==> src/hw/rtl/d96i_pkg.sv <==
`timescale 1ns / 1ps
`default_nettype none

package d96i_pkg;

    localparam int MANT_W    = 96;
    localparam int CELL_W    = 8;
    localparam int NUM_CELLS = MANT_W / CELL_W;
    localparam int REM_W     = 4;
    localparam int CUR_W     = REM_W + CELL_W;

    // floor(x / 10) == (x * 6554) >> 16 for every x below 2560.
    localparam int RECIP_W     = 13;
    localparam int RECIP_SHIFT = 16;
    localparam logic [RECIP_W-1:0] RECIP = 13'd6554;
    localparam logic [CUR_W-1:0]   RADIX = 12'd10;

    // After 29 divisions any 96-bit mantissa is zero.
    localparam int DIV_W = 5;
    localparam logic [DIV_W-1:0] MAX_DIV = 5'd29;

    localparam logic [31:0] INT_LIMIT = 32'h7FFF_FFFF;
    localparam logic [31:0] NEG_LIMIT = 32'h8000_0000;

    // What one cell hands to the next lower cell.
    typedef struct packed {
        logic             en;
        logic [REM_W-1:0] rem;
    } link_t;

endpackage

`default_nettype wire

==> src/hw/rtl/d96i_cell.sv <==
`timescale 1ns / 1ps
`default_nettype none

module d96i_cell (
    input  wire logic                       aclk,
    input  wire logic                       aresetn,
    input  wire logic                       load,
    input  wire logic [d96i_pkg::CELL_W-1:0] load_byte,
    input  wire d96i_pkg::link_t             link_in,
    output d96i_pkg::link_t                  link_out,
    output logic [d96i_pkg::CELL_W-1:0]      digit
);
    import d96i_pkg::*;

    logic [CELL_W-1:0]          byte_reg;
    link_t                      link_reg;
    logic [CUR_W-1:0]           cur;
    logic [CUR_W+RECIP_W-1:0]   prod;
    logic [CELL_W-1:0]          quot;
    logic [CUR_W-1:0]           back;
    logic [REM_W-1:0]           rem;

    // The incoming remainder sits above this cell's byte.
    assign cur  = {link_in.rem, byte_reg};
    assign prod = {{RECIP_W{1'b0}}, cur} * {{CUR_W{1'b0}}, RECIP};
    assign quot = prod[RECIP_SHIFT +: CELL_W];
    assign back = cur - ({{REM_W{1'b0}}, quot} * RADIX);
    assign rem  = back[REM_W-1:0];

    always_ff @(posedge aclk) begin
        if (load) begin
            byte_reg <= load_byte;
        end else if (link_in.en) begin
            byte_reg <= quot;
        end
    end

    always_ff @(posedge aclk) begin
        if (!aresetn) begin
            link_reg <= '0;
        end else if (load) begin
            link_reg <= '0;
        end else begin
            link_reg.en  <= link_in.en;
            link_reg.rem <= link_in.en ? rem : '0;
        end
    end

    assign link_out = link_reg;
    assign digit    = byte_reg;

endmodule

`default_nettype wire

==> src/hw/rtl/decimal96_to_int32.sv <==
// Truncating conversion of a 96-bit decimal to a signed 32-bit integer.
// Input channel (s_): one word carries the three mantissa words and the scale
// in s_tdata and the sign flag in s_tuser. Result channel (m_): the signed
// value in m_tdata and the range error flag in m_tuser; value is 0 on error.
// The mantissa sits in a row of twelve byte cells. Each division by ten runs
// down the row as a wavefront, one cell per cycle, handing the remainder to
// the next lower cell; the top cell starts the next division in the cycle
// after, until N = min(scale, 29) divisions have started.
// s_tready is high only while the row is free, so a new word is taken only
// after the previous result has left the row.
// The result waits in an output register, so a new word is accepted while
// a finished result is still held. If the receiver stalls, the next result
// waits in the row until the output register is free.
// Reset (aresetn low, synchronous) stops any division in the row and clears
// the output valid flag; it returns the state to idle, so s_tready is high.
`timescale 1ns / 1ps
`default_nettype none

module decimal96_to_int32 (
    input  wire logic                aclk,
    input  wire logic                aresetn,
    input  wire logic                s_tvalid,
    output logic                     s_tready,
    // mantissa_low[31:0], mantissa_mid[63:32], mantissa_high[95:64], scale[103:96]
    input  wire logic [103:0]        s_tdata,
    // negative[0]
    input  wire logic                s_tuser,
    output logic                     m_tvalid,
    input  wire logic                m_tready,
    // value[31:0]
    output logic signed [31:0]       m_tdata,
    // error[0]
    output logic                     m_tuser
);
    import d96i_pkg::*;

    localparam int CNT_W = 6;
    localparam logic ST_IDLE = 1'b0;
    localparam logic ST_RUN  = 1'b1;
    localparam logic [CNT_W-1:0] DRAIN = CNT_W'(NUM_CELLS - 1);

    logic                state_reg, state_next;
    logic [CNT_W-1:0]    cnt_reg, cnt_next;
    logic [DIV_W-1:0]    ndiv_reg, ndiv_next;
    logic                neg_reg, neg_next;
    logic                m_tvalid_reg, m_tvalid_next;
    logic [31:0]         m_tdata_reg, m_tdata_next;
    logic                m_tuser_reg, m_tuser_next;

    logic                accept;
    logic                load;
    logic [CNT_W-1:0]    last;
    logic                finish;
    logic                out_free;
    logic [MANT_W-1:0]   mag;
    logic [7:0]          scale_in;
    logic                high_nz;
    logic [31:0]         limit;
    logic                err;

    link_t               link [NUM_CELLS];
    link_t               link_tail;
    logic [CELL_W-1:0]   digit [NUM_CELLS];

    assign scale_in = s_tdata[MANT_W +: 8];
    assign accept   = s_tvalid && s_tready;
    assign load     = accept;
    assign last     = {1'b0, ndiv_reg} + DRAIN;
    assign finish   = (state_reg == ST_RUN) && (cnt_reg == last);
    assign out_free = !m_tvalid_reg || m_tready;

    // The top cell starts one division per cycle while any remain.
    assign link[NUM_CELLS-1].en  = (state_reg == ST_RUN) && (cnt_reg < {1'b0, ndiv_reg});
    assign link[NUM_CELLS-1].rem = '0;

    for (genvar i = 0; i < NUM_CELLS; i++) begin : g_cell
        if (i == 0) begin : g_tail
            d96i_cell u_cell (
                .aclk      (aclk),
                .aresetn   (aresetn),
                .load      (load),
                .load_byte (s_tdata[i*CELL_W +: CELL_W]),
                .link_in   (link[i]),
                .link_out  (link_tail),
                .digit     (digit[i])
            );
        end else begin : g_body
            d96i_cell u_cell (
                .aclk      (aclk),
                .aresetn   (aresetn),
                .load      (load),
                .load_byte (s_tdata[i*CELL_W +: CELL_W]),
                .link_in   (link[i]),
                .link_out  (link[i-1]),
                .digit     (digit[i])
            );
        end
        assign mag[i*CELL_W +: CELL_W] = digit[i];
    end

    assign high_nz = |mag[MANT_W-1:32];
    assign limit   = neg_reg ? NEG_LIMIT : INT_LIMIT;
    assign err     = high_nz || (mag[31:0] > limit);

    always_comb begin
        state_next    = state_reg;
        cnt_next      = cnt_reg;
        ndiv_next     = ndiv_reg;
        neg_next      = neg_reg;
        m_tvalid_next = m_tvalid_reg;
        m_tdata_next  = m_tdata_reg;
        m_tuser_next  = m_tuser_reg;

        if (m_tvalid_reg && m_tready) begin
            m_tvalid_next = 1'b0;
        end

        case (state_reg)
            ST_IDLE: begin
                if (accept) begin
                    state_next = ST_RUN;
                    cnt_next   = '0;
                    ndiv_next  = (scale_in > {3'b000, MAX_DIV}) ? MAX_DIV
                                                                : scale_in[DIV_W-1:0];
                    neg_next   = s_tuser;
                end
            end
            ST_RUN: begin
                if (finish) begin
                    if (out_free) begin
                        state_next    = ST_IDLE;
                        m_tvalid_next = 1'b1;
                        m_tuser_next  = err;
                        if (err) begin
                            m_tdata_next = '0;
                        end else if (neg_reg) begin
                            m_tdata_next = 32'd0 - mag[31:0];
                        end else begin
                            m_tdata_next = mag[31:0];
                        end
                    end
                end else begin
                    cnt_next = cnt_reg + 1'b1;
                end
            end
            default: begin
                state_next = ST_IDLE;
            end
        endcase
    end

    always_ff @(posedge aclk) begin
        if (!aresetn) begin
            state_reg    <= ST_IDLE;
            cnt_reg      <= '0;
            m_tvalid_reg <= 1'b0;
        end else begin
            state_reg    <= state_next;
            cnt_reg      <= cnt_next;
            m_tvalid_reg <= m_tvalid_next;
        end
    end

    always_ff @(posedge aclk) begin
        ndiv_reg    <= ndiv_next;
        neg_reg     <= neg_next;
        m_tdata_reg <= m_tdata_next;
        m_tuser_reg <= m_tuser_next;
    end

    assign s_tready = (state_reg == ST_IDLE);
    assign m_tvalid = m_tvalid_reg;
    assign m_tdata  = m_tdata_reg;
    assign m_tuser  = m_tuser_reg;

    // A remainder leaving the bottom cell is always a decimal digit.
    a_rem_digit: assert property (@(posedge aclk) disable iff (!aresetn)
        link_tail.en |-> (link_tail.rem < 4'd10))
        else $error("remainder out of digit range");

    // Every division has passed the bottom cell when the result is taken.
    a_drained: assert property (@(posedge aclk) disable iff (!aresetn)
        finish |-> !link[0].en)
        else $error("division still in flight at finish");

    // The counter never runs past the end of the wavefronts.
    a_cnt_bound: assert property (@(posedge aclk) disable iff (!aresetn)
        (state_reg == ST_RUN) |-> (cnt_reg <= last))
        else $error("cycle counter past end");

    // An error result carries a zero value.
    a_err_zero: assert property (@(posedge aclk) disable iff (!aresetn)
        (m_tvalid && m_tuser) |-> (m_tdata == 32'sd0))
        else $error("error result with nonzero value");

endmodule

`default_nettype wire
==> config.mk <==
export PLATFORM = sky130hd
export DESIGN_NAME = decimal96_to_int32
export DESIGN_NICKNAME = d
export VERILOG_FILES = /design/src/hw/rtl/d96i_pkg.sv /design/src/hw/rtl/d96i_cell.sv /design/src/hw/rtl/decimal96_to_int32.sv
export SDC_FILE = /design/constraint.sdc
export NUM_CORES = 2
export LEC_CHECK = 0
export BUFFER_PORTS_ARGS = -buffer_cell sky130_fd_sc_hd__buf_2
export CAP_MARGIN = 20
export CORE_UTILIZATION = 66
export DETAILED_ROUTE_END_ITERATION = 10
export GPL_ROUTABILITY_DRIVEN = 1
export PLACE_DENSITY = 0.93
export RECOVER_POWER = 100
export SLEW_MARGIN = 5
export SYNTH_ARGS = -nofsm -noshare
export SYNTH_HDL_FRONTEND = slang
export SYNTH_SLANG_ARGS = --single-unit
==> constraint.sdc <==
create_clock -name aclk -period 7.3 [get_ports aclk]
set_input_delay 1.095 -clock aclk [delete_from_list [all_inputs] [get_ports aclk]]
set_output_delay 1.095 -clock aclk [all_outputs]
set_load 0.02 [all_outputs]
==> run_results.csv <==
group,metric,value,unit
outcome,status,"finished, violations left",
outcome,violations,"max-capacitance violations, max-slew violations",
cts,hold_buffers,0,
cts,cts_sinks,198,
yosys,seq_area_frac_synth,0.139,
sta,setup_tns,0,ns
hold_path,hold_path_class,"flop to flop",
placed_design,dpl.hpwl,76.2,mm
yosys,synth-edff-count,135,
cts,h-tree-depth,4,
die,initial_utilization,0.673,
finish,final_common_cell,"inv_1",
global_route,antenna_found_initial,2,
die,die_h,243,um
sta,slew_headroom,-1.85,
die,die_area,58900,sq um
setup_path,end_kind,"flop",
setup_path,rr_startpoint,"g_cell[8].g_body.u_cell.digit[3]",
sta,timing.final.crit_share,0.866,
detailed_routing,totalWireLength,91.1,mm
finish,largest_register_ffs,88,
yosys,synth_area_per_cell,9.67,sq um
sta,drv_slew,278,
die,die_w,243,um
die,core_area,56800,sq um
cts,clk_latency,0.54,ns
sta,timing_hold_violations_final,0,
setup_path,worstPathArrival,6.44,ns
setup_path,worst-r2r-cell-count,17,
detailed_routing,viasPerCell,5.71,
cts,cts.clk_slew.worst_paths,0.09,ns
yosys,synthDistinctLibCells,62,
placed_design,globalplace.congestion,0.943,
global_route,grt_pass1_vias,31100,
cts,post_cts_resized,0,
sta,tightest_slew,4.28,ns
setup_path,cp.required,7.42,ns
detailed_routing,wl_per_cell,18.7,um
sta,grt_setup_unrepaired,"false",
detailed_routing,ant_nets,0,
yosys,synth_area,38300,sq um
yosys,ys.warnings.count,0,
finish,layout_common_cells,"1121 x inv_1, 1063 x ha_1, 434 x fa_1, 190 x nor2_1, 173 x nand2_1",
yosys,syn-num-nets,5563,
die,rows,87,
yosys,synthFlopType,"edfxtp_1",
detailed_routing,drtPass1Iterations,6,
placed_design,portBuffers,143,
finish,drive_gt1_frac,0.0387,
setup_path,worstPathMaxFanout,7,
cts,clk_path_buf_depth,2,
finish,areaGrowthSynthToFinish,5.52,%
finish,fill_cells,3729,
hold_path,min_path_cells,2,
sta,setup_viol,0,
global_route,grt_pass1_wl,151,mm
hold_path,hold_path.startpoint,"state_reg",
sta,fmax,0.158,GHz
cts,cts_tree,"done",
sta,min_period,6.32,ns
yosys,synth_seq_cells,198,
cts,cts_root_buf,"clkbuf_16",
global_route,grtUsageTotal,0.324,
cts,cts_setup_buffers,0,
global_route,grt_overflow_total,0,
finish,final_nets,5699,
setup_path,crit_path_start_kind,"flop",
setup_path,startpoint,"g_cell[8].g_body.u_cell.digit[3]",
global_route,grt_max_degree,76,
yosys,async_flop_share,0,
yosys,syn_inst,3957,
cts,cts_buffers,17,
setup_path,path_class,"flop to flop",
detailed_routing,drc,0,
detailed_routing,drt_iter0_drc,1701,
detailed_routing,via_count,27800,
die,io_pins,144,
sta,finClkSkew,0.0132,ns
flow_run,maxCapViolCount,5,
==> Yosys cell counts (all sizes together), types with 30 or more instances <==
master / n / area share
a21o: 47 / 0.0092
ha: 1063 / 0.35
xnor2: 140 / 0.032
a21oi: 108 / 0.014
nor2: 190 / 0.019
inv: 1122 / 0.11
xor2: 59 / 0.014
dfxtp: 63 / 0.033
fa: 434 / 0.23
edfxtp: 135 / 0.11
o21ai: 79 / 0.010
nand2: 173 / 0.017
clkbuf: 30 / 0.0029
==> worst max-delay path, cell delays in order, from the launching register on <==
cell      delay (ns)
edfxtp_1        0.54
inv_1           0.10
ha_1            0.34
inv_1           0.07
fa_1            0.53
inv_1           0.06
fa_1            0.50
fa_1            0.55
inv_1           0.06
fa_1            0.52
inv_1           0.04
ha_1            0.21
or4_1           0.46
o21ai_0         0.53
o21ai_0         0.35
o41ai_1         0.63
xnor2_1         0.28
a21oi_1         0.12
==> cells by family after synthesis <==
logic type,count (synthesis),share of synthesized area
adder cells (fa/ha/maj),1497,0.575
buffers and inverters,1152,0.113
AND/OR/NAND/NOR,562,0.0677
AO/OA/AOI/OAI,341,0.0575
XOR/XNOR,200,0.0461
flip-flops,198,0.139
multiplexers,7,0.00193
==> final timing paths <==
check,end,slack (ns)
hold reg to reg,m_tvalid,0.52
setup / recovery,g_cell[8].g_body.u_cell.digit[6],0.98
setup reg to reg,g_cell[8].g_body.u_cell.digit[6],0.98
hold / removal,m_tvalid,0.52
==> area by class of cell <==
cell class | count | area (sq um) | share of cell area
antenna | 2 | 5.00 | 0.000124
clock inverter | 15 | 194 | 0.00480
timing repair buffer | 147 | 691 | 0.0171
tap | 756 | 946 | 0.0234
inverter | 1122 | 4210 | 0.104
multi-input combinational | 2607 | 28600 | 0.708
sequential | 198 | 5320 | 0.132
clock buffer | 17 | 425 | 0.0105
==> per-layer routing <==
metal | track usage | part of all wire
met3 | 0.0538 | 0.058
met4 | 0.180 | 0.055
met1 | 0.364 | 0.38
met5 | 0 | 0.00014
met2 | 0.582 | 0.51
==> stage by stage <==
stage               utilization  std cells  hold WS [ns]  cell area (sq um)  worst slack, ns
finish                    0.710       4864         0.520              40400            0.976
global route              0.710       4862         0.563              40400            0.685
CTS                       0.712       4862         0.522              40500             1.27
detailed placement        0.701       4830         0.512              39900             1.35
global placement          0.701       4830         0.499              39900             1.58
floorplan                     -       3957         0.472              38300             1.85
Power is not shown: default switching activity piles up to over one toggle a cycle in this logic, so the estimate is an artifact.
